File: src/int_key_hybrid_hash_table_top_assert.svh
// ----------------------------------------------------------------------------
// int_key_hybrid_hash_table_top_assert.svh
// Assertion macros for the integer key hash table.
// ----------------------------------------------------------------------------
`ifndef INT_KEY_HYBRID_HASH_TABLE_TOP_ASSERT_SVH
`define INT_KEY_HYBRID_HASH_TABLE_TOP_ASSERT_SVH
`ifndef SYNTH
`define IKHT_ASSERT(lbl, prop, msg) \
    lbl: assert property (@(posedge i_clk) disable iff (!i_rst_n) prop) else $error(msg);
`define IKHT_ASSERT_NORST(lbl, prop, msg) \
    lbl: assert property (@(posedge i_clk) prop) else $error(msg);
`else
`define IKHT_ASSERT(lbl, prop, msg)
`define IKHT_ASSERT_NORST(lbl, prop, msg)
`endif
`endif

File: src/ikht_ram.sv
// ----------------------------------------------------------------------------
// ikht_ram
// Generic single write port, single read port RAM with registered read.
// ----------------------------------------------------------------------------
module ikht_ram #(
    parameter int W = 8,
    parameter int D = 16,
    localparam int IW = (D > 1) ? $clog2(D) : 1
) (
    input  logic          i_clk,
    input  logic          i_we,
    input  logic [IW-1:0] i_waddr,
    input  logic [W-1:0]  i_wdata,
    input  logic [IW-1:0] i_raddr,
    output logic [W-1:0]  o_rdata
);

    logic [W-1:0] r_mem [D];
    logic [W-1:0] r_rdata;

    always_ff @(posedge i_clk) begin
        if (i_we) begin
            r_mem[i_waddr] <= i_wdata;
        end
        r_rdata <= r_mem[i_raddr];
    end

    assign o_rdata = r_rdata;

endmodule

File: config.mk
export PLATFORM = sky130hd
export DESIGN_NAME = ikht_ram
export DESIGN_NICKNAME = d
export VERILOG_FILES = /design/src/int_key_hybrid_hash_table_top_assert.svh /design/src/ikht_ram.sv
export SDC_FILE = /design/constraint.sdc
export NUM_CORES = 1
export LEC_CHECK = 0
export ABC_AREA = 1
export BUFFER_PORTS_ARGS = -buffer_cell sky130_fd_sc_hd__buf_2
export CAP_MARGIN = 20
export CORE_MARGIN = 2
export CORE_UTILIZATION = 55
export CTS_CLUSTER_DIAMETER = 80
export DETAILED_ROUTE_END_ITERATION = 6
export PLACE_DENSITY = 0.72
export RECOVER_POWER = 100
export SLEW_MARGIN = 20
export SYNTH_ARGS = -nofsm -noshare
export SYNTH_HDL_FRONTEND = slang
export SYNTH_SLANG_ARGS = --single-unit
File: constraint.sdc
create_clock -name i_clk -period 1.5 [get_ports i_clk]
set_input_delay 0.075 -clock i_clk [delete_from_list [all_inputs] [get_ports i_clk]]
set_output_delay 0.075 -clock i_clk [all_outputs]
set_load 0.1 [all_outputs]
==> tab_implementation.tex, run 1 <==
\begin{tabular}{lr}
\hline
Metric & Value \\
\hline
\multicolumn{2}{l}{\textbf{Final layout}} \\
Antenna diode count & 0 \\
Final core utilization & 0.664 \\
Area growth, synth to finish & 17.9\% \\
Number of nets in the layout & 623 \\
Share of layout cells above drive strength 1 & 0.0906 \\
\multicolumn{2}{l}{\textbf{Detailed routing}} \\
Wire length after detailed routing & 12600 µm \\
Average wire per standard cell & 16.7 µm \\
Detail Route Antenna Nets & 0 \\
Average vias per placed instance & 5.16 \\
Vias post-DR & 3887 \\
Final routed DRC violation total & 0 \\
Pre-antenna DRT Iters & 6 \\
Number of DRC markers after the initial detailed-route iteration & 359 \\
\multicolumn{2}{l}{\textbf{Die}} \\
Horiz. Die Dim & 106 µm \\
Total core area & 10200 µm² \\
Die span in y & 106 µm \\
Die area & 11300 µm² \\
I/O pin count & 26 \\
Initial core utilization & 0.564 \\
\# rows & 37 \\
\multicolumn{2}{l}{\textbf{Logic synthesis}} \\
Synth Register Bits & 136 \\
Leading cell types by count after synthesis & 173 x sky130\_fd\_sc\_hd\_\_nand2\_1, 128 x sky130\_fd\_sc\_hd\_\_edfxtp\_1, 100 x sky130\_fd\_sc\_hd\_\_inv\_1 \\
Post-synth EDFFs & 128 \\
Leading area contributor after synthesis & sky130\_fd\_sc\_hd\_\_edfxtp\_1 \\
Biggest area contributors in the synthesized netlist & sky130\_fd\_sc\_hd\_\_edfxtp\_1 67\%, sky130\_fd\_sc\_hd\_\_nand2\_1 11\%, sky130\_fd\_sc\_hd\_\_nand3\_1 8.4\%, sky130\_fd\_sc\_hd\_\_inv\_1 6.5\%, sky130\_fd\_sc\_hd\_\_dfxtp\_1 2.8\% \\
Most frequently used flop master after synthesis & sky130\_fd\_sc\_hd\_\_edfxtp\_1 \\
Share of synthesized flip-flops with an asynchronous set or reset & 0 \\
Synthesized area & 5770 µm² \\
Portion of the post-synthesis area used by sequential elements & 0.694 \\
Count of unique library cells instantiated by Yosys & 12 \\
Synthesized area per cell & 10.5 µm² \\
Post-Synthesis Net Count & 569 \\
Most used standard cell by instance count after synthesis & sky130\_fd\_sc\_hd\_\_nand2\_1 \\
Fraction of post-synthesis cell area in the top cell type by area & 0.667 \\
Number of standard cells after synthesis & 551 \\
Yosys warning total & 0 \\
\multicolumn{2}{l}{\textbf{STA}} \\
Number of setup violations in the final report & 0 \\
Final Hold Vio Count & 0 \\
Worst Slack Setup Final & 0.0673 ns \\
Worst slew margin relative to its limit & 0.414 \\
Final hold slack & 0.167 ns \\
Setup repair after global routing missed its margin & false \\
Maximum achievable frequency & 698 MHz \\
Final worst clock skew & 0.0108 ns \\
Slew @ Worst Pin & 0.880 ns \\
Setup TNS after final layout & 0 ns \\
Pins over their slew limit & 0 \\
Clock period minus worst slack & 1.43 ns \\
Final clock period utilization by the worst path & 0.955 \\
\multicolumn{2}{l}{\textbf{Setup path}} \\
Worst setup path startpoint & o\_rdata[4] \\
Worst stage delay on the critical path & 0.47 ns \\
Startpoint of the worst-slack reg-to-reg timing path & r\_mem[8][5] \\
Buffers and inverters on the worst path & 1 \\
Cell at the slowest stage of the critical path & sky130\_fd\_sc\_hd\_\_clkbuf\_2 \\
Critical path launch point type & flop \\
List of cells traversed by the critical path & clkbuf\_2 \\
Largest fanout of any net on the critical path & 1 \\
R2r endpoint & o\_rdata[5] \\
Crit Path Category & reg -> out \\
Slack of the worst reg-to-reg path & 0.47 ns \\
Data arrival time of the worst path & 1.36 ns \\
Setup crit end & o\_rdata[4] \\
Cell family contributing the most delay on the critical path & buffers and inverters \\
Depth of the worst register-to-register path & 6 \\
CP Depth & 1 \\
Data required, critical path & 1.42 ns \\
Category of the worst setup path capture point & output port \\
\multicolumn{2}{l}{\textbf{Clocking}} \\
Buffers inserted during post-CTS setup optimization & 0 \\
Clock latency reported for the late side of the worst-skew pair & 0.53 ns \\
Number of sinks handled by clock tree synthesis & 136 \\
CTS buffer count & 17 \\
Clock Pin Slew Worst Setup and Hold Paths & 0.06 ns \\
TritonCTS clock tree & done \\
Clk root buf & sky130\_fd\_sc\_hd\_\_clkbuf\_8 \\
H-tree depth reported by CTS & 4 \\
Clk buf depth & 2 \\
\multicolumn{2}{l}{\textbf{Pwr}} \\
Power share of the sequential group & 0.445 \\
Power Density & 1420 nW/µm² \\
Switching power summed over all nets & 2.04 mW \\
Switching power share of the total & 0.212 \\
Portion of total power attributed to the clock network & 0.482 \\
Overall Power & 9.62 mW \\
Combinational Power Share & 0.073 \\
P\_int & 7.58 mW \\
Leak pwr & 2.92 nW \\
IR drop worst, VDD & 814 µV \\
\multicolumn{2}{l}{\textbf{Global routing}} \\
Overall routing resource usage & 0.238 \\
Global-route wire length before repair & 19400 µm \\
GRT overflow & 0 \\
Number of global-route vias before repair & 3688 \\
Largest net degree at the start of global routing & 65 \\
Antenna violations before repair & 0 \\
\multicolumn{2}{l}{\textbf{Placed design}} \\
Hpwl dp & 7480 µm \\
Number of buffers inserted by port buffering & 25 \\
Post-Place Setup Slack & 0.254 ns \\
GP Congestion & 0.831 \\
\multicolumn{2}{l}{\textbf{Run}} \\
Max capacitance violation total & 0 \\
\multicolumn{2}{l}{\textbf{Outcome}} \\
Result of the run & complete, no violations \\
\multicolumn{2}{l}{\textbf{Hold path}} \\
Path class of the lowest-slack min-delay path & in -> reg \\
\hline
\end{tabular}
through the flow:
stage	cell area (µm²)	cells
2_1_floorplan	5770	551
5_1_grt	6800	754
6_report	6800	754
3_3_place_gp	6100	712
4_1_cts	6890	755
3_5_place_dp	6100	712
layout make-up:
cell class	count	area [µm²]
Sequential cell	136	4000
Fill cell	797	3430
Multi-Input combinational cell	289	1210
Clock buffer	20	455
Inverter	102	383
Timing Repair Buffer	59	353
Clock inverter	12	219
Tap cell	136	170
registers in the layout, indices dropped and copies added (netlist names):
signal	cells
r_mem	128
o_rdata	8
layer usage:
layer | global-route usage | wire (µm) | share of wire
met1 | 0.307 | 5090 | 0.40
met2 | 0.384 | 6270 | 0.50
met3 | 0.0625 | 989 | 0.079
met4 | 0.0996 | 243 | 0.019
met5 | 0 | 0 | 0
power by group through the flow:
| stage | Sequential, mW | Clock [mW] | Combinational, mW |
|---|---|---|---|
| floorplan | 4.53 | 0 | 0.300 |
| global placement | 4.35 | 0 | 0.681 |
| detailed placement | 4.36 | 0 | 0.692 |
| CTS | 4.28 | 4.70 | 0.721 |
| global route | 4.29 | 4.85 | 0.764 |
| finish | 4.28 | 4.64 | 0.704 |
layout by cell type, fill, tap and decap left out, types with 2 or more instances in the layout:
cell type | Yosys | final
sky130_fd_sc_hd__nand2_1 | 173 | 173
sky130_fd_sc_hd__edfxtp_1 | 128 | 128
sky130_fd_sc_hd__inv_1 | 100 | 99
sky130_fd_sc_hd__nand3_1 | 97 | 97
sky130_fd_sc_hd__clkbuf_1 | 0 | 28
sky130_fd_sc_hd__nor2_1 | 17 | 17
sky130_fd_sc_hd__clkbuf_16 | 0 | 16
sky130_fd_sc_hd__dlygate4sd3_1 | 0 | 10
sky130_fd_sc_hd__dfxtp_1 | 8 | 8
sky130_fd_sc_hd__buf_2 | 13 | 7
sky130_fd_sc_hd__clkbuf_2 | 0 | 7
sky130_fd_sc_hd__bufinv_16 | 0 | 6
sky130_fd_sc_hd__buf_4 | 4 | 5
sky130_fd_sc_hd__clkbuf_8 | 0 | 4
sky130_fd_sc_hd__inv_2 | 2 | 3
sky130_fd_sc_hd__clkinv_2 | 0 | 3
sky130_fd_sc_hd__nand3b_1 | 2 | 2
sky130_fd_sc_hd__clkinvlp_4 | 0 | 2
sky130_fd_sc_hd__buf_12 | 0 | 2
cells by family (layout without fill, tap and decap cells):
kind of cell  count (synthesis)  count (layout)  share of synthesized area
simple gates                289             289                      0.210
flops                       136             136                      0.694
buf+inv                     126             193                     0.0952
timing repair:
action / in CTS / in global routing
setup endpoints to repair: 0 / 1
resized for setup: 0 / 1
endpoints found under the hold margin: 136 / 0
hold buffers: 11 / 0
how the worst min path moves through the flow:
stage | from | cells after the start | slack (ns) | end
finish | i_raddr[1] | 6 | 0.17 | o_rdata[1]
global route | i_raddr[1] | 6 | 0.20 | o_rdata[5]
CTS | i_raddr[1] | 6 | 0.15 | o_rdata[1]
detailed placement | i_raddr[3] | 3 | 0.45 | o_rdata[7]
global placement | i_raddr[3] | 3 | 0.44 | o_rdata[7]
floorplan | i_wdata[0] | 0 | 0.17 | r_mem[0][0]
(Power assumes the default switching activity.)
==> run 2, diff against run 1 <==
Settings changed: CORE_MARGIN 2 to 4, RECOVER_POWER 100 to unset.
==> tab_implementation.tex, run 2 (synthesis results as in run 1) <==
\begin{tabular}{lr}
\hline
Metric & Value \\
\hline
\multicolumn{2}{l}{\textbf{Final layout}} \\
Share of layout cells above drive strength 1 & 0.135 \\
Count of non-filler cells in the finished layout & 751 \\
Sequential standard cell area & 4000 µm² \\
Leading cell types in the layout, fill and taps excluded & 173 x sky130\_fd\_sc\_hd\_\_nand2\_1, 128 x sky130\_fd\_sc\_hd\_\_edfxtp\_1, 100 x sky130\_fd\_sc\_hd\_\_inv\_1 \\
Number of nets in the layout & 620 \\
Antenna diode count & 0 \\
Area growth, synth to finish & 17.2\% \\
Combined area of the multi-input logic cells & 1210 µm² \\
Commonest non-fill, non-tap cell in the layout & sky130\_fd\_sc\_hd\_\_nand2\_1 \\
Fill cells & 790 \\
Most flops, register & r\_mem \\
Max FFs per register & 128 \\
\multicolumn{2}{l}{\textbf{Clocking}} \\
Number of sinks handled by clock tree synthesis & 136 \\
CTS buffer count & 17 \\
Clock Pin Slew Worst Setup and Hold Paths & 0.06 ns \\
H-tree depth reported by CTS & 4 \\
TritonCTS clock tree & done \\
CTS resizes & 0 \\
Clk root buf & sky130\_fd\_sc\_hd\_\_clkbuf\_8 \\
Clock latency reported for the late side of the worst-skew pair & 0.51 ns \\
Clk buf depth & 2 \\
\multicolumn{2}{l}{\textbf{Detailed routing}} \\
Pre-antenna DRT Iters & 6 \\
Average vias per placed instance & 5.19 \\
Final routed DRC violation total & 0 \\
Number of DRC markers after the initial detailed-route iteration & 308 \\
Average wire per standard cell & 16.8 µm \\
Wire length after detailed routing & 12600 µm \\
Detail Route Antenna Nets & 0 \\
Vias post-DR & 3895 \\
\multicolumn{2}{l}{\textbf{Global routing}} \\
Number of global-route vias before repair & 3826 \\
Global-route wire length before repair & 19400 µm \\
Antenna violations before repair & 0 \\
GRT overflow & 0 \\
Largest net degree at the start of global routing & 65 \\
Overall routing resource usage & 0.223 \\
\multicolumn{2}{l}{\textbf{Setup path}} \\
Crit Path Category & reg -> out \\
List of cells traversed by the critical path & buf\_2 \\
Data arrival time of the worst path & 1.33 ns \\
Buffers and inverters on the worst path & 1 \\
R2r endpoint & o\_rdata[7] \\
Cell at the slowest stage of the critical path & sky130\_fd\_sc\_hd\_\_buf\_2 \\
Depth of the worst register-to-register path & 6 \\
Category of the worst setup path capture point & output port \\
Startpoint of the worst-slack reg-to-reg timing path & r\_mem[1][7] \\
Critical path launch point type & flop \\
Cell family contributing the most delay on the critical path & buffers and inverters \\
Slack of the worst reg-to-reg path & 0.44 ns \\
Data required, critical path & 1.42 ns \\
Worst stage delay on the critical path & 0.45 ns \\
Largest fanout of any net on the critical path & 1 \\
\multicolumn{2}{l}{\textbf{STA}} \\
Final clock period utilization by the worst path & 0.936 \\
Maximum achievable frequency & 712 MHz \\
Clock period minus worst slack & 1.40 ns \\
Final worst clock skew & 0.00468 ns \\
Setup TNS after final layout & 0 ns \\
Final Hold Vio Count & 0 \\
Worst slew margin relative to its limit & 0.616 \\
Pins over their slew limit & 0 \\
Setup repair after global routing missed its margin & false \\
Slew @ Worst Pin & 0.576 ns \\
Number of setup violations in the final report & 0 \\
\multicolumn{2}{l}{\textbf{Hold path}} \\
Endpoint with the worst hold slack & r\_mem[1][7] \\
Critical hold path startpoint & i\_wdata[7] \\
Path class of the lowest-slack min-delay path & in -> reg \\
WHS Path Cells & 1 \\
\multicolumn{2}{l}{\textbf{Pwr}} \\
P\_int & 6.95 mW \\
IR drop worst, VDD & 782 µV \\
Switching power share of the total & 0.234 \\
Leak pwr & 2.96 nW \\
Switching power summed over all nets & 2.12 mW \\
Power share of the sequential group & 0.471 \\
Power Density & 1340 nW/µm² \\
Combinational Power Share & 0.078 \\
Portion of total power attributed to the clock network & 0.450 \\
\multicolumn{2}{l}{\textbf{Die}} \\
Initial core utilization & 0.561 \\
I/O pin count & 26 \\
\# rows & 37 \\
Horiz. Die Dim & 110 µm \\
Die area & 12200 µm² \\
Die span in y & 110 µm \\
Total core area & 10300 µm² \\
\multicolumn{2}{l}{\textbf{Outcome}} \\
Result of the run & complete, no violations \\
\multicolumn{2}{l}{\textbf{Placed design}} \\
Hpwl dp & 7950 µm \\
Placed instance count & 713 \\
Number of buffers inserted by port buffering & 25 \\
GP Congestion & 0.841 \\
\multicolumn{2}{l}{\textbf{Run}} \\
Max capacitance violation total & 0 \\
\hline
\end{tabular}
## run 2: worst max-delay path by stage
stage                           from            to  slack (ns)  depth (start not counted)
final                     o_rdata[1]    o_rdata[1]         0.1                          1
after global routing      o_rdata[1]    o_rdata[1]        0.06                          1
after CTS                 o_rdata[1]    o_rdata[1]        0.07                          1
after detailed placement  i_raddr[2]    o_rdata[2]        0.25                          6
after global placement    i_raddr[2]    o_rdata[2]        0.28                          6
after floorplan           i_waddr[2]  r_mem[10][0]        0.47                          2
## run 2: layout make-up
type / count / area share
clock buffer: 17 / 0.0613
inverter: 102 / 0.0566
multi-input combinational: 289 / 0.180
sequential: 136 / 0.592
tap: 136 / 0.0252
timing repair buffer: 56 / 0.0589
clock inverter: 15 / 0.0263
## run 2: power by group through the flow
stage	Clock (mW)	Combinational (mW)	Sequential, mW
2_1_floorplan	0	0.300	4.53
3_3_place_gp	0	0.680	4.35
3_5_place_dp	0	0.696	4.36
4_1_cts	4.12	0.714	4.28
5_1_grt	4.28	0.771	4.28
6_report	4.08	0.712	4.28
## run 2: per-layer routing
metal	track usage	part of all wire
met5	0	0
met4	0.0941	0.024
met3	0.0547	0.061
met2	0.373	0.49
met1	0.279	0.42
## run 2: timing repair
action | CTS | global route
endpoints found under the setup margin | 0 | 0
setup buffers | 0 | 0
hold buffers | 6 | 0
endpoints found under the hold margin | 88 | 0
## run 2: metrics by stage
stage               instance area [µm²]  total power [mW]  hold WS, ns  setup WS, ns   util
detailed placement                 6110              5.05        0.440         0.247  0.594
CTS                                6760              9.11      0.00325        0.0683  0.658
floorplan                          5770              4.83        0.174         0.474      -
global placement                   6110              5.03        0.435         0.278  0.594
global route                       6760              9.33      0.00304        0.0615  0.658
finish                             6760              9.07      0.00520        0.0956  0.658
==> run 3, diff against run 2 <==
--- a/config.mk
+++ b/config.mk
@@ -10,4 +10,5 @@
 export CAP_MARGIN = 20
-export CORE_MARGIN = 4
+export CORE_MARGIN = 2
 export CORE_UTILIZATION = 55
+export CTS_BUF_LIST = sky130_fd_sc_hd__clkbuf_8
 export CTS_CLUSTER_DIAMETER = 80
==> constraint.sdc (replaced) <==
create_clock -name i_clk -period 1.5 [get_ports i_clk]
set_input_delay 0.375 -clock i_clk [delete_from_list [all_inputs] [get_ports i_clk]]
set_output_delay 0.375 -clock i_clk [all_outputs]
set_load 0.1 [all_outputs]
==> tab_implementation.tex, run 3 (synthesis results as in run 1) <==
\begin{tabular}{lr}
\hline
Metric & Value \\
\hline
\multicolumn{2}{l}{\textbf{Detailed routing}} \\
Pre-antenna DRT Iters & 5 \\
Final routed DRC violation total & 0 \\
Number of DRC markers after the initial detailed-route iteration & 276 \\
Vias post-DR & 3850 \\
Wire length after detailed routing & 12600 µm \\
Average wire per standard cell & 16.9 µm \\
Detail Route Antenna Nets & 0 \\
Average vias per placed instance & 5.15 \\
\multicolumn{2}{l}{\textbf{Clocking}} \\
Clk buf depth & 2 \\
Clock Pin Slew Worst Setup and Hold Paths & 0.07 ns \\
TritonCTS clock tree & done \\
CTS buffer count & 17 \\
H-tree depth reported by CTS & 4 \\
Clk root buf & sky130\_fd\_sc\_hd\_\_clkbuf\_8 \\
CTS Hold Buffers Added & 0 \\
Clock latency reported for the late side of the worst-skew pair & 0.44 ns \\
Number of sinks handled by clock tree synthesis & 136 \\
\multicolumn{2}{l}{\textbf{Final layout}} \\
Fill cells & 798 \\
Commonest non-fill, non-tap cell in the layout & sky130\_fd\_sc\_hd\_\_nand2\_1 \\
Share of layout cells above drive strength 1 & 0.136 \\
Max FFs per register & 128 \\
Fin area & 6530 µm² \\
Area growth, synth to finish & 13.1\% \\
Combined area of the multi-input logic cells & 1210 µm² \\
Leading cell types in the layout, fill and taps excluded & 173 x sky130\_fd\_sc\_hd\_\_nand2\_1, 128 x sky130\_fd\_sc\_hd\_\_edfxtp\_1, 104 x sky130\_fd\_sc\_hd\_\_inv\_1 \\
Number of nets in the layout & 617 \\
Sequential standard cell area & 4000 µm² \\
Most flops, register & r\_mem \\
Antenna diode count & 0 \\
\multicolumn{2}{l}{\textbf{STA}} \\
Clock period minus worst slack & 1.46 ns \\
Pins over their slew limit & 0 \\
Number of setup violations in the final report & 0 \\
Setup TNS after final layout & 0 ns \\
Final clock period utilization by the worst path & 0.974 \\
Setup repair after global routing missed its margin & false \\
Final worst clock skew & 0.0108 ns \\
Slew @ Worst Pin & 0.397 ns \\
Maximum achievable frequency & 684 MHz \\
Worst slew margin relative to its limit & 0.735 \\
Final Hold Vio Count & 0 \\
Final hold slack & 0.346 ns \\
\multicolumn{2}{l}{\textbf{Die}} \\
Die span in y & 106 µm \\
Total core area & 10200 µm² \\
Initial core utilization & 0.564 \\
\# rows & 37 \\
Horiz. Die Dim & 106 µm \\
Die area & 11300 µm² \\
I/O pin count & 26 \\
\multicolumn{2}{l}{\textbf{Global routing}} \\
Antenna violations before repair & 0 \\
Overall routing resource usage & 0.245 \\
Number of global-route vias before repair & 3782 \\
GRT overflow & 0 \\
Global-route wire length before repair & 20300 µm \\
Largest net degree at the start of global routing & 46 \\
\multicolumn{2}{l}{\textbf{Pwr}} \\
Portion of total power attributed to the clock network & 0.333 \\
Leak pwr & 2.87 nW \\
Switching power summed over all nets & 1.89 mW \\
Combinational Power Share & 0.098 \\
Power share of the sequential group & 0.569 \\
IR drop worst, VDD & 642 µV \\
P\_int & 5.63 mW \\
Switching power share of the total & 0.252 \\
Overall Power & 7.52 mW \\
Power Density & 1150 nW/µm² \\
\multicolumn{2}{l}{\textbf{Setup path}} \\
Worst setup path startpoint & o\_rdata[3] \\
Largest fanout of any net on the critical path & 1 \\
Worst stage delay on the critical path & 0.36 ns \\
Cell family contributing the most delay on the critical path & flip-flops \\
Data required, critical path & 1.12 ns \\
List of cells traversed by the critical path & buf\_4 \\
Startpoint of the worst-slack reg-to-reg timing path & r\_mem[9][1] \\
Crit Path Category & reg -> out \\
Category of the worst setup path capture point & output port \\
Critical path launch point type & flop \\
Data arrival time of the worst path & 1.09 ns \\
Slack of the worst reg-to-reg path & 0.49 ns \\
Buffers and inverters on the worst path & 1 \\
Cell at the slowest stage of the critical path & sky130\_fd\_sc\_hd\_\_dfxtp\_1 \\
\multicolumn{2}{l}{\textbf{Run}} \\
Max capacitance violation total & 0 \\
\multicolumn{2}{l}{\textbf{Placed design}} \\
Hpwl dp & 8160 µm \\
Cell area reported after detailed placement & 6170 µm² \\
Number of buffers inserted by port buffering & 25 \\
GP Congestion & 0.879 \\
\multicolumn{2}{l}{\textbf{Hold path}} \\
Path class of the lowest-slack min-delay path & in -> reg \\
Critical hold path startpoint & i\_raddr[2] \\
\multicolumn{2}{l}{\textbf{Outcome}} \\
Result of the run & complete, no violations \\
\hline
\end{tabular}
## run 3: changes by cell type in the layout (fill, tap and decap cells not counted), sizes merged
cell	previous run	this run
dlygate4sd3	6	0
buf	50	53
bufinv	3	0
clkbuf	17	19
inv	104	106
clkinvlp	4	3
## run 3: path summary, 6_finish.rpt
path                                    to  cells past startpoint
worst min-delay path            o_rdata[5]                      4
worst min register to register  o_rdata[5]                      6
worst max register to register  o_rdata[1]                      6
worst max-delay path            o_rdata[3]                      1
## run 3: repair_timing
action                                  4_1_cts  5_1_grt
buffers inserted                              0        0
resized for setup                             9        0
endpoints found under the setup margin        7        0
## run 3: layout make-up
class | count | area share
flip-flops and latches | 136 | 0.614
clock inverters | 13 | 0.0104
inverters | 102 | 0.0587
clock buffers | 19 | 0.0401
well taps | 136 | 0.0261
multi-input cells | 289 | 0.186
repair buffers | 53 | 0.0652
## run 3: stage by stage
step	util	instances	setup WS, ns
3_5_place_dp	0.603	716	0.0786
2_1_floorplan	-	551	0.174
6_report	0.638	748	0.0387
4_1_cts	0.638	748	0.0200
3_3_place_gp	0.603	716	0.114
5_1_grt	0.638	748	0.0121
## run 3: power groups by stage
stage	clock network [mW]	registers [mW]	logic (mW)
global route	2.70	4.28	0.800
CTS	2.56	4.28	0.740
floorplan	0	4.53	0.300
detailed placement	0	4.36	0.722
finish	2.50	4.28	0.738
global placement	0	4.36	0.708
## run 3: routing by layer
layer	global-route usage	vias to the layer above	routed length [µm]
met1	0.343	1809	5500
met3	0.0558	19	863
met4	0.0968	0	219
met5	0	-	0
li1	-	1863	-
met2	0.375	159	6070
