**config.mk**
```make
export PLATFORM = sky130hd
export DESIGN_NAME = ikht_mod
export DESIGN_NICKNAME = d
export VERILOG_FILES = /design/src/int_key_hybrid_hash_table_top_assert.svh /design/src/ikht_pkg.sv /design/src/ikht_mod.sv
export SDC_FILE = /design/constraint.sdc
export NUM_CORES = 1
export LEC_CHECK = 0
export BUFFER_PORTS_ARGS = -buffer_cell sky130_fd_sc_hd__buf_4
export CORE_UTILIZATION = 43
export DETAILED_ROUTE_END_ITERATION = 16
export GPL_TIMING_DRIVEN = 0
export HOLD_SLACK_MARGIN = 0.02
export PLACE_DENSITY = 0.72
export SYNTH_ARGS = -nofsm -noshare
export SYNTH_HDL_FRONTEND = slang
export SYNTH_SLANG_ARGS = --single-unit
```
**constraint.sdc**
```tcl
create_clock -name i_clk -period 5.35 [get_ports i_clk]
set_input_delay 0.2675 -clock i_clk [delete_from_list [all_inputs] [get_ports i_clk]]
set_output_delay 0.2675 -clock i_clk [all_outputs]
set_load 0.03 [all_outputs]
```
**src/int_key_hybrid_hash_table_top_assert.svh**
```systemverilog
// ----------------------------------------------------------------------------
// int_key_hybrid_hash_table_top_assert.svh
// Assertion macros for the integer key hash table.
// ----------------------------------------------------------------------------
`ifndef INT_KEY_HYBRID_HASH_TABLE_TOP_ASSERT_SVH
`define INT_KEY_HYBRID_HASH_TABLE_TOP_ASSERT_SVH
`ifndef SYNTH
`define IKHT_ASSERT(lbl, prop, msg) \
    lbl: assert property (@(posedge i_clk) disable iff (!i_rst_n) prop) else $error(msg);
`define IKHT_ASSERT_NORST(lbl, prop, msg) \
    lbl: assert property (@(posedge i_clk) prop) else $error(msg);
`else
`define IKHT_ASSERT(lbl, prop, msg)
`define IKHT_ASSERT_NORST(lbl, prop, msg)
`endif
`endif

```
**src/ikht_pkg.sv**
```systemverilog
// ----------------------------------------------------------------------------
// ikht_pkg
// Shared types and constants of the integer key hash table.
// ----------------------------------------------------------------------------
package ikht_pkg;

    localparam int KEY_W = 32;

    typedef enum logic [1:0] {
        REQ_LOOKUP = 2'd0,
        REQ_STORE  = 2'd1,
        REQ_CLEAR  = 2'd2,
        REQ_NEXT   = 2'd3
    } t_req;

    localparam logic [1:0] CFG_ARRAY_SIZE = 2'd0;
    localparam logic [1:0] CFG_HASH_SIZE  = 2'd1;
    localparam int         CFG_RST_SIZE   = 64;
    localparam logic [7:0] CUR_DONE       = 8'hFF;

    // magnitude of a two's complement key, most negative value maps to 2^31
    function automatic logic [KEY_W-1:0] key_mag(input logic [KEY_W-1:0] k);
        key_mag = k[KEY_W-1] ? (~k + KEY_W'(1)) : k;
    endfunction

endpackage

```
**src/ikht_mod.sv**
```systemverilog
// ----------------------------------------------------------------------------
// ikht_mod
// Restoring remainder unit, one dividend bit per cycle.
// ----------------------------------------------------------------------------
module ikht_mod import ikht_pkg::*; #(
    parameter int DW = 7
) (
    input  logic             i_clk,
    input  logic             i_rst_n,
    input  logic             i_start,
    input  logic [KEY_W-1:0] i_dividend,
    input  logic [DW-1:0]    i_divisor,
    output logic             o_done,
    output logic [DW-1:0]    o_rem
);

    localparam int CW = $clog2(KEY_W + 1);

    logic [CW-1:0]    r_cnt;
    logic             r_run;
    logic             r_done;
    logic [KEY_W-1:0] r_q;
    logic [DW-1:0]    r_rem;
    logic [DW:0]      trial;
    logic [DW:0]      diff;
    logic             ge;

    assign trial = {r_rem, r_q[KEY_W-1]};
    assign ge    = trial >= {1'b0, i_divisor};
    assign diff  = trial - {1'b0, i_divisor};

    always_ff @(posedge i_clk) begin
        if (!i_rst_n) begin
            r_cnt  <= '0;
            r_run  <= 1'b0;
            r_done <= 1'b0;
        end else begin
            r_done <= 1'b0;
            if (i_start) begin
                r_q   <= i_dividend;
                r_rem <= '0;
                r_cnt <= CW'(KEY_W);
                r_run <= 1'b1;
            end else if (r_run) begin
                r_rem <= ge ? diff[DW-1:0] : trial[DW-1:0];
                r_q   <= r_q << 1;
                r_cnt <= r_cnt - CW'(1);
                if (r_cnt == CW'(1)) begin
                    r_run  <= 1'b0;
                    r_done <= 1'b1;
                end
            end
        end
    end

    assign o_done = r_done;
    assign o_rem  = r_rem;

endmodule

```
==> results.txt, run 1 <==
- The flow ran to the end, and the final reports show no timing, DRC or antenna violations.
* Reg area: 1330 sq um
- In the routed design, unresolved DRC markers number 0.
* Highest cell delay on the worst timing path: roughly 0.42 ns
- For this run, the number of Yosys warnings is 0.
- Type of the most critical hold path: input pin to flop
- Sequential share of the synthesized area: 0.554
- Once layout is complete, the utilization of the core stands at 0.564.
- Type of the worst setup path: flop to flop
- Counting every sink on the clock net gives 47.
* Areal power density over the cells: 278 nW/um^2
* Die outline width: between 70 and 80 um
- Number of maximum-capacitance violations: 0
* Number of cells after detailed placement: 304
- Number of design-rule violations left by the first detailed-router iteration: between 70 and 80
- The finished layout holds 312 standard cells, fillers aside.
- Vias after detailed routing: between 1500 and 2000
* Clock Latency Late Sink: 0.30 ns
- Of all nets on the critical path, the largest fanout is 7.
- For this design, the CTS-stage hold fixing added 0 buffers.
- All-layer global routing usage: 0.157
* Half-perimeter wire length of the detailed placement result: between 3 and 4 mm
* Vias in the first global route: about 1600
- The worst setup path is captured at a flop.
- DR WL/cell: 13.8 um
* Count of state elements after synthesis: 47
- From synthesis to final layout, the design area changed by 23.1%.
- Multi-input logic area: approximately 990 sq um
- Setup repair after global routing left no endpoint under its margin.
* Die area: 5890 sq um
* CP dominant cell by count: sky130_fd_sc_hd__inv_1
* Setup-failing EPs final: 0
- In the final timing run, aggregate negative setup slack is 0 ns.
- The worst path in the final design needs a cycle of 2.32 ns, including I/O delays and setup.
* Leakage component of the power: ~1.1 nW
* Cts repair resizes: 0
- Largest clock skew in the final design: 0.00628 ns
- TritonCTS created 5 clock buffers.
* Average cell area after synthesis: ~13 sq um
- Of the cells placed in the final design, the portion with a size suffix greater than 1 is 0.409.
* Clock slew at reported path FFs: roughly 0.080 ns
- Floorplan core area: ~5200 sq um
- At the worst endpoint, the required time is approximately 5.4 ns.
* Initial antenna violation count: 0
- Pre-Repair DR Iteration Count: 4
- N_diodes: 0
- Total global routing overflow: 0
- Vertical die dimension: between 70 and 80 um
- No sink is reached through more buffers than the 2 on the longest clock path.
* Net count after synthesis: around 240
- Buffers added to address setup during post-CTS repair amount to 0.
* Number of routed nets with antenna violations: 0
* Pin count of the biggest net entering global routing: 40
- Routability-driven placement finished with a final weighted congestion of 0.823.
* Relative max-transition margin: 0.672
- Startpoint class of the critical path: flop
- Final period util: 0.434
* Highest achievable clock rate: ~0.43 GHz
- Cells along the critical path: inv_1 -> ha_1 -> inv_1 -> fa_1 -> a21o_1 -> a21oi_4 -> a31oi_2 -> nor3_1 -> a211oi_2
* Count of cell types in the netlist: 39
- Clock tree from TritonCTS: built
- During placement, the flow inserted port buffers numbering 48.
- The number of max-slew violations in the final report came to 0.
- Synthesized instance count: 185
- FP Rows: 26
- The mapped netlist covers approximately 2400 sq um.
* Fillers: approximately 480
- For the worst setup path, the data arrival time is between 2 and 2.5 ns.
* Transition at the pin with the smallest max-transition slack: 0.492 ns
- The largest individual stage delay along the critical path comes from the cell sky130_fd_sc_hd__edfxtp_1.
- Library cell used as clock root buffer: sky130_fd_sc_hd__clkbuf_8
* Initial Utilization: 0.458
- After detailed routing, the number of vias per cell comes to ~5.1.
* Number of H-tree branching levels: 2
- Tightest hold margin: roughly 0.21 ns
* Total wire length: ~4.3 mm
* Count of boundary I/O pins: 50
- Largest voltage drop on the vdd net: around 0.17 mV
* Final hold vios: 0
- For this run, the post-layout net count is a little under 300.
- First-pass GRT wire length: 7.22 mm
per-layer routing:
layer / vias to the layer above / GRT usage / wire length [um]
met5: - / 0 / 0
met4: 0 / 0.0692 / 64
met3: 5 / 0.0357 / 231
met2: 41 / 0.244 / 2000
met1: 742 / 0.209 / 2020
li1: 791 / - / -
worst max-delay path, delay by kind of cell (launching register included):
| kind | cells | cell delay (ns) |
|---|---|---|
| adders and majority gates | 2 | 0.55 |
| buffers and inverters | 2 | 0.13 |
| DFF | 1 | 0.42 |
| AOI/OAI and AO/OA | 4 | 0.69 |
| and+or+nand+nor | 1 | 0.26 |
cell usage in the layout, fill, tap and decap left out, drive strengths merged, types with 3 or more instances in the layout:
cell    Yosys  final
a211oi      3      3
a21oi       8      8
a31oi       3      3
buf         4     53
clkbuf      3      9
dfxtp       8      8
edfxtp     39     39
ha          9      9
inv        13     13
mux2       31     31
nand2       4      4
nand3       6      6
nor2       11     11
nor3        4      4
o21a        5      5
o21ai       6      6
xnor2       6      6
logic make-up after synthesis:
kind of cell	count (synthesis)	share of synthesized area
XOR/XNOR	7	0.0255
buffers and inverters	20	0.0334
flip-flops	47	0.554
AND/OR/NAND/NOR	37	0.0813
multiplexers	33	0.154
AO/OA/AOI/OAI	31	0.0964
adder cells (fa/ha/maj)	10	0.0552
cell type report:
class                           count  area share
Sequential cell                    47       0.450
Multi-Input combinational cell    118       0.335
Timing Repair Buffer               49       0.129
Tap cell                           70      0.0296
Clock buffer                        6      0.0246
Inverter                           13      0.0165
Buffer                              7      0.0106
Clock inverter                      2     0.00423
through the flow:
step	setup WS (ns)	cell area [sq um]	total power, mW
after floorplan	3.21	2400	0.567
after global placement	3.03	2850	0.618
after detailed placement	3.03	2870	0.625
after CTS	3.00	2960	0.832
after global routing	2.89	2960	0.862
final	3.03	2960	0.823
cell usage after synthesis (all sizes together):
cell type	number	area, sq um
a21o	1	7.51
nand3	6	30.0
nand3b	2	15.0
clkbuf	3	11.3
a21oi	8	51.3
mux2i	2	20.0
nor4	1	12.5
mux2	31	349
xor2	1	8.76
o311ai	1	8.76
o21ai	6	30.0
nor2	11	41.3
dfxtp	8	160
inv	13	48.8
o22ai	2	12.5
buf	4	20.0
a211oi	3	32.5
nand2	4	17.5
fa	1	20.0
nor3b	2	15.0
and2	1	6.26
nand4	1	6.26
or2	1	6.26
o21a	5	37.5
o31a	1	8.76
ha	9	113
xnor2	6	52.6
a31o	1	17.5
nand2b	2	12.5
nor2b	1	6.26
edfxtp	39	1170
or3	1	6.26
nor3	4	20.0
a31oi	3	25.0
power by group:
| part | internal, mW | switching (mW) | total (mW) |
|---|---|---|---|
| Combinational | 0.0880 | 0.0866 | 0.175 |
| Sequential | 0.428 | 0.0128 | 0.441 |
| Clock | 0.0916 | 0.116 | 0.208 |
flip-flops by register name, indices dropped and copies added, names as in the netlist:
name and flops:
r_cnt 6, r_q 32, r_run 1, o_rem 7, o_done 1
path summary, 6_finish.rpt:
| check | endpoint | slack, ns | cells after the start | startpoint |
|---|---|---|---|---|
| max | o_rem[0] | 3.03 | 9 | r_q[31] |
| min reg2reg | r_cnt[1] | 0.52 | 2 | r_cnt[1] |
| min | r_cnt[5] | 0.21 | 2 | i_rst_n |
| max reg2reg | o_rem[0] | 3.03 | 9 | r_q[31] |
Power figures use the tool's default switching activity.
==> run 2: changes to the inputs <==
--- a/config.mk
+++ b/config.mk
@@ -5,12 +5,13 @@
 export SDC_FILE = /design/constraint.sdc
 export NUM_CORES = 1
 export LEC_CHECK = 0
+export ABC_AREA = 1
 export BUFFER_PORTS_ARGS = -buffer_cell sky130_fd_sc_hd__buf_4
 export CORE_UTILIZATION = 43
 export DETAILED_ROUTE_END_ITERATION = 16
 export GPL_TIMING_DRIVEN = 0
 export HOLD_SLACK_MARGIN = 0.02
-export PLACE_DENSITY = 0.72
+export PLACE_DENSITY = 0.75
 export SYNTH_ARGS = -nofsm -noshare
 export SYNTH_HDL_FRONTEND = slang
 export SYNTH_SLANG_ARGS = --single-unit
==> constraint.sdc (replaced) <==
create_clock -name i_clk -period 2 [get_ports i_clk]
set_input_delay 0.1 -clock i_clk [delete_from_list [all_inputs] [get_ports i_clk]]
set_output_delay 0.1 -clock i_clk [all_outputs]
set_load 0.03 [all_outputs]
==> run 2 against run 1 <==
Hold slack got worse by 0.15 ns. Sequential power increased to 2.7 times the previous value. Wire length increased by 6.3%. Synthesized cell count increased by 57%. Flip-flop and latch count unchanged. Via count increased by 25%. Fmax increased by 22%. Count of clock-buffer cells in the layout unchanged. Power increased to 2.7 times the previous value. Final cell count increased by 35%.
==> results.txt, run 2 <==
- Status: finished clean
- Final period util: 0.949
* Fraction of layout instances using a drive strength above 1: 0.207
- At the pin with the least slew margin, the transition time is between 0.6 and 0.7 ns.
- In this run the worst path has a maximum fanout of 7.
* Top library cells by usage in the layout, fill and taps aside: sky130_fd_sc_hd__nand2_1, sky130_fd_sc_hd__buf_4, sky130_fd_sc_hd__edfxtp_1
- For this run, design rule violations remaining after detail routing come to 0.
- The synthesized design spends more area on one cell type than any other, namely sky130_fd_sc_hd__edfxtp_1.
- At the end of the flow, the number of nets in the layout was between 300 and 400.
- After detailed routing, the average wire length per cell comes to ~11 um.
- The initialized floorplan defines 27 standard-cell rows.
- Of the post-synthesis cell area, the part taken by muxes is 0.
- The clock tree synthesis step divided the H-tree into 2 levels.
- Synth Area in Compound Gates: 0.0362
- Count of cell types in the netlist: 26
- For this run, the total global-route usage over all layers was measured as 0.163.
* Relative max-transition margin: 0.568
- Measured along the y axis, the die boundary spans 77.5 um.
- The number of antenna violations at the first check in global routing came to 0.
* CTS max path bufs: 2
- Flip-flop count of the largest register after layout: 32
* Vias after detailed routing: between 1500 and 2000
- Pre-Repair DR Iteration Count: 4
* Share of flip-flops with an asynchronous set or reset after synthesis: 0
- Setup-failing EPs final: 0
- Tightest hold margin: ~0.058 ns
* Floorplan core area: between 5000 and 6000 sq um
* Count of flip-flops with a built-in enable after synthesis: 39
- Count of buffers from port buffering: 48
* Detailed route wirelength on metal2: around 2.2 mm
- The number of max-slew violations in the final report came to 0.
- In this design, the stage delay of the slowest critical-path cell is about 0.39 ns.
- The path class of the tightest hold or removal check is input pin to flop.
- Sequential share of the synthesized area: 0.543
- 0 antenna diodes ended up in the layout.
- Half-perimeter wire length of the detailed placement result: ~3.3 mm
* Average cell area after synthesis: 8.46 sq um
* CP delay by family, top: simple AND/OR/NAND/NOR gates
- Slowest stage cell on the critical path: sky130_fd_sc_hd__fa_2
- Once the clock tree was built, the setup fixing pass inserted 0 buffers.
* Post-DR vias/cell: roughly 4.7
- Number of clock buffers inserted by TritonCTS: 5
* Highest achievable clock rate: ~0.53 GHz
- Of the total synthesized cell area, the portion taken by AND, OR, NAND and NOR gates is 0.284.
* Sequential share of power: 0.538
- For this design the static power due to leakage is between 1 and 1.5 nW.
* Count of state elements after synthesis: 47
- By area, the combinational part of the netlist is dominated by simple AND/OR/NAND/NOR gates.
- Pin count of the biggest net entering global routing: slightly above 40
* Areal power density over the cells: 717 nW/um^2
- Most repeated cell in the gate-level netlist after synthesis: sky130_fd_sc_hd__nand2_1
* Routed length on met3: 274 um
* Part of the power in the clock network: 0.247
- Number of design-rule violations left by the first detailed-router iteration: a little over 60
- The share of synthesized area in the top cell type comes to 0.477.
* Net switching component of the power: 612 uW
- Cell Area, Placed: roughly 3000 sq um
- In the synthesized netlist, the number of instances is 290.
- Setup crit end kind: flop
* Summed negative setup slack over all endpoints: 0 ns
- Yosys warning count: 0
- From synthesis to final layout, the design area changed by 24.6%.
- Of the total power, the share spent switching nets is 0.279.
- At the end of routability-driven placement, the weighted congestion stood at 0.792.
- The detailed router put a total of around 2.1 mm of wire on met1.
- Die outline width: about 78 um
- Clock sinks: 47
- Multi-input logic area: ~1000 sq um
* Worst path setup slack after routing: between 0.1 and 0.15 ns
- Critical path arrival: just under 2 ns
- During I/O placement, the number of pins put on the boundary was 50.
- Final hold vios: 0
- Net count after synthesis: between 300 and 400
* Design Area, Final: 3060 sq um
* Final critical-path required period: around 1.9 ns
- Area share of xor/xnor cells in the synthesized design: 0.0107
- In this design, the critical path's most frequently occurring cell is sky130_fd_sc_hd__nand2_2.
- After detailed routing, no signal wire sits above met4.
- Across the whole layout, storage elements account for approximately 1300 sq um.
- The number of buffers and inverters on the critical path is 2.
- The mapped netlist covers about 2500 sq um.
- Cells along the critical path: inv_2 -> ha_4 -> inv_2 -> fa_2 -> nand2_1 -> nand2_2 -> nand2_2 -> nand2_4 -> nand2_4 -> nand2_2 -> nor2_2 -> nor2_1
* Top cells by area in the synthesized netlist: sky130_fd_sc_hd__edfxtp_1, sky130_fd_sc_hd__nand2_1, sky130_fd_sc_hd__dfxtp_1
- Clock slew at reported path FFs: around 0.090 ns
* Most common cell after layout, fill and taps aside: sky130_fd_sc_hd__nand2_1
- Number of routed nets with antenna violations: 0
- Counting the fill cells in the layout gives between 500 and 600.
- Type of the worst setup path: flop to flop
- Largest voltage drop on the vdd net: between 0.5 and 0.6 mV
- Number of maximum-capacitance violations: 0
- For this run the aggregate overflow at the end of global routing stands at 0.
- Counting flops per register, the top entry is r_q.
- Top cells by instance count after synthesis: sky130_fd_sc_hd__nand2_1, sky130_fd_sc_hd__edfxtp_1, sky130_fd_sc_hd__inv_1, sky130_fd_sc_hd__nor2_1, sky130_fd_sc_hd__nand3_1
* Leading register cell type out of synthesis: sky130_fd_sc_hd__edfxtp_1
- Of the total power, combinational logic draws 0.215.
- Clock Latency Late Sink: ~0.3 ns
- Vias in the first global route: between 1500 and 2000
- First-pass GRT wire length: a little under 8 mm
* Synth Area in Adders: 0.0541
- For the worst setup path, the data required time is 2.07 ns.
- Largest clock skew in the final design: about 0.0097 ns
* Total wire length: around 4.6 mm
* Internal Dissipation: 1.58 mW
* Post-placement setup slack: 0.0103 ns
- The die covers 6010 sq um.
* Startpoint class of the critical path: flop
- Clock tree from TritonCTS: built
- The root buffer cell chosen for the clock tree is sky130_fd_sc_hd__clkbuf_8.
- Initial Utilization: 0.446
-- run 2: cell types whose count changed in the layout (fill, tap and decap cells not counted), sizes merged, moves of 4 or more --
cell   delta
inv      +24
mux2     -31
nand2   +127
nand3     +5
nor2     +10
o21a      -4
xnor2     -4
-- run 2: worst paths after layout --
check	depth (start not counted)	endpoint	from	slack, ns
setup reg to reg	12	o_rem[2]	r_q[31]	0.10
hold reg to reg	2	r_cnt[0]	r_cnt[0]	0.50
hold / removal	3	r_q[0]	i_dividend[0]	0.06
setup / recovery	12	o_rem[2]	r_q[31]	0.10
-- run 2: area by class of cell --
| cell class | instances | share of cell area |
|---|---|---|
| inverters | 37 | 0.0454 |
| plain buffers | 8 | 0.0131 |
| repair buffers | 49 | 0.121 |
| multi-input cells | 199 | 0.329 |
| clock buffers | 6 | 0.0237 |
| clock inverters | 2 | 0.00246 |
| well taps | 72 | 0.0295 |
| flip-flops and latches | 47 | 0.436 |
-- run 2: timing repair --
item | in CTS | in global routing
gates resized for setup | 1 | 10
endpoints found under the setup margin | 1 | 47
hold buffers | 1 | 0
pin swaps | 0 | 4
endpoints found under the hold margin | 1 | 0
cloned | 0 | 1
-- run 2: cell families (layout without fill, tap and decap cells) --
group,count (synthesis),count (layout)
simple gates,171,171
buf+inv,45,102
fa+ha+maj,10,10
compound gates,14,15
flops,47,47
xor+xnor,3,3
-- run 2: layer usage --
metal  vias up  GRT usage
met5         -          0
met4         0     0.0453
li1       1032          -
met3         6     0.0412
met1       874      0.204
met2        56      0.278
-- run 2: tightest hold or removal path: stages --
cell and delay (ns):
sky130_fd_sc_hd__buf_4 0.08, sky130_fd_sc_hd__nand2_1 0.04, sky130_fd_sc_hd__inv_1 0.04
-- run 2: stage by stage --
stage	power [mW]	utilization	instances
floorplan	1.50	-	290
finish	2.19	0.555	420
detailed placement	1.65	0.529	410
CTS	2.19	0.547	419
global route	2.31	0.555	420
global placement	1.64	0.529	410
-- run 2: power by group through the flow --
stage	clock, mW	sequential, mW	combinational, mW
3_3_place_gp	0	1.20	0.440
5_1_grt	0.585	1.19	0.534
2_1_floorplan	0	1.22	0.284
6_report	0.542	1.18	0.471
3_5_place_dp	0	1.20	0.450
4_1_cts	0.547	1.18	0.459
==> run 3: changes to the inputs <==
--- a/config.mk
+++ b/config.mk
@@ -12,6 +12,7 @@
 export GPL_TIMING_DRIVEN = 0
 export HOLD_SLACK_MARGIN = 0.02
 export PLACE_DENSITY = 0.75
+export REMOVE_ABC_BUFFERS = 1
 export SYNTH_ARGS = -nofsm -noshare
 export SYNTH_HDL_FRONTEND = slang
 export SYNTH_SLANG_ARGS = --single-unit
==> run 3 against run 2 <==
Final cell count down 0.71%. Flip-flop and latch count unchanged. Clock skew down 0.0015 ns. Critical path depth unchanged. First-iteration DRC count up 16%. Sequential share of layout area down 0.62 points. Final area up 1.4%. Power up 6.3%. Count of clock-buffer cells in the layout up 1. Critical endpoint unchanged. Wire length up 0.52%. Die area unchanged.
==> results.txt, run 3 (synthesized netlist as in run 2, its figures left out) <==
* Setup crit end kind: flop
* Clock Latency Late Sink: about 0.30 ns
* Largest voltage drop on the vdd net: approximately 0.64 mV
- CTS max path bufs: 2
- The count of nets left with antenna violations once routing finished came out at 0.
- Count of boundary I/O pins: 50
* Final period util: 0.969
* Die outline width: around 78 um
- Highest cell delay on the worst timing path: roughly 0.4 ns
- Initial Utilization: 0.446
- For this run, the total global-route usage over all layers was measured as 0.164.
* Worst R2R Setup Slack: 0.06 ns
* Post-DR vias/cell: 4.71
- Clock tree from TritonCTS: built
* Unrepaired setup endpoints after global routing: yes
* Total wire length: ~4.6 mm
- Number of H-tree branching levels: 2
* Number of design-rule violations left by the first detailed-router iteration: 72
- Final critical-path required period: roughly 1.9 ns
* Fraction of layout instances using a drive strength above 1: 0.223
- After detailed routing, the average wire length per cell comes to 11.1 um.
* Cells along the critical path: inv_2 -> ha_4 -> inv_2 -> fa_2 -> nand2_2 -> nand2_2 -> nand2_2 -> nand2_4 -> nand2_4 -> nand2_1 -> nor2_1 -> nor2_1
* Synthesis-to-finish area growth: 26.4%
- Largest clock skew in the final design: just over 0.008 ns
- Pin count of the biggest net entering global routing: between 40 and 50
- The run finished with clean final reports.
* Worst Setup SP: r_q[31]
- Summing all placed instances gives a cell area of slightly below 3000 sq um.
* Fillers: ~520
- Design Area, Final: ~3100 sq um
* Transition at the pin with the smallest max-transition slack: between 1 and 1.5 ns
- Start of the worst register-to-register path: r_q[31]
* Pre-Repair DR Iteration Count: 4
- Reg2Reg Capture Point: o_rem[2]
* GP Congestion: about 0.80
- Clock sinks: 47
- Number of maximum-capacitance violations: 0
* Most common cell after layout, fill and taps aside: sky130_fd_sc_hd__nand2_1
- After legalization and detailed placement, the total HPWL measured roughly 3.1 mm.
- Total global routing overflow: 0
- The die covers about 6000 sq um.
- The repair_antennas step left the layout with diodes totalling 0.
- After detailed routing, the number of remaining DRC violations is 0.
* Relative max-transition margin: 0.225
* Initial antenna violation count: 0
- Type of the most critical hold path: input pin to flop
- The region available for standard cell placement spans between 5000 and 6000 sq um.
- For this run, the post-layout net count is slightly below 400.
- Critical path arrival: 2.01 ns
- Tightest hold margin: approximately 0.053 ns
- Following the worst setup path forward leads to its endpoint at o_rem[2].
- Number of slew-limit violations in the final report: 0
- From bottom edge to top edge, the die measures a little under 80 um.
- Static timing analysis puts the maximum clock frequency at 0.516 GHz.
* Areal power density over the cells: 751 nW/um^2
* Library cell used as clock root buffer: sky130_fd_sc_hd__clkbuf_8
- The worst setup path is launched from a flop.
- FP Rows: 27
- Vias in the first global route: 1918
- Register name with the most flops: r_q
- The critical path is of the flop to flop type.
* Vias after detailed routing: between 1500 and 2000
* Final hold vios: 0
* Setup-failing EPs final: 0
- In the layout the commonest cells are sky130_fd_sc_hd__nand2_1, sky130_fd_sc_hd__buf_4, sky130_fd_sc_hd__edfxtp_1.
- Number of clock buffers inserted by TritonCTS: 5
- The register with the most flip-flops in the layout has 32 of them.
- Along the worst path, the maximum fanout reaches 7.
* Number of cells on the worst reg-to-reg path: 12
- CP required: between 2 and 2.5 ns
- Clock-pin slew was measured on the worst setup and hold paths at around 0.090 ns.
- Buffers placed on the I/O ports in this run total 49.
- First-pass GRT wire length: ~8.0 mm
* Leakage component of the power: approximately 1.5 nW
- Slowest stage cell on the critical path: sky130_fd_sc_hd__fa_2
- Among the stages of the critical path, the cell type that occurs most often is sky130_fd_sc_hd__nand2_2.
run 3: cell types whose count changed in the layout (fill, tap and decap cells not counted), sizes merged:
cell / delta
a21oi: -1
clkinv: -1
buf: +3
clkbuf: -4
run 3: power by group:
group	switching, mW	internal (mW)
combinational	0.276	0.205
clock	0.318	0.354
sequential	0.0311	1.14
run 3: timing repair:
action                                 CTS  global route
buffers inserted                         3             1
endpoints found under the hold margin    1             0
setup endpoints to repair               30             7
gates resized for setup                  2             8
hold buffers                             1             0
pin swaps                                1             6
run 3: per-stage QoR:
stage / utilization / setup WS (ns) / setup TNS, ns / power, mW / cells
final: 0.563 / 0.0612 / 0 / 2.33 / 417
after CTS: 0.557 / 0.0590 / 0 / 2.34 / 416
after global routing: 0.563 / -0.0282 / -0.131 / 2.45 / 417
after detailed placement: 0.529 / -0.355 / -11.20 / 1.65 / 404
after floorplan: - / -0.991 / -39.50 / 1.49 / 282
after global placement: 0.521 / -2.49 / -99.38 / 1.63 / 403
run 3: how the worst min path moves through the flow:
stage / start / end / depth (start not counted)
after CTS: i_dividend[0] / r_q[0] / 3
after global routing: i_dividend[0] / r_q[0] / 3
after floorplan: i_rst_n / r_cnt[5] / 2
after global placement: i_rst_n / r_cnt[5] / 3
after detailed placement: i_rst_n / r_cnt[5] / 3
final: i_dividend[0] / r_q[0] / 3
run 3: per-layer routing:
metal  wire, um  track usage
met1       2090        0.192
met2       2230        0.289
met3        243       0.0412
met4         44       0.0547
met5          0            0
run 3: area by class of cell:
cell class / count / area (sq um) / area share
clock inverter: 1 / 5.00 / 0.00161
multi-input combinational: 198 / 992 / 0.320
inverter: 37 / 139 / 0.0448
timing repair buffer: 55 / 435 / 0.140
clock buffer: 7 / 108 / 0.0347
tap: 72 / 90.1 / 0.0291
sequential: 47 / 1330 / 0.429
run 3: critical path, delay by kind of cell (launching register included):
family | cells | cell delay [ns]
fa+ha+maj | 2 | 0.53
simple gates | 8 | 0.65
buf+inv | 2 | 0.13
flops | 1 | 0.38
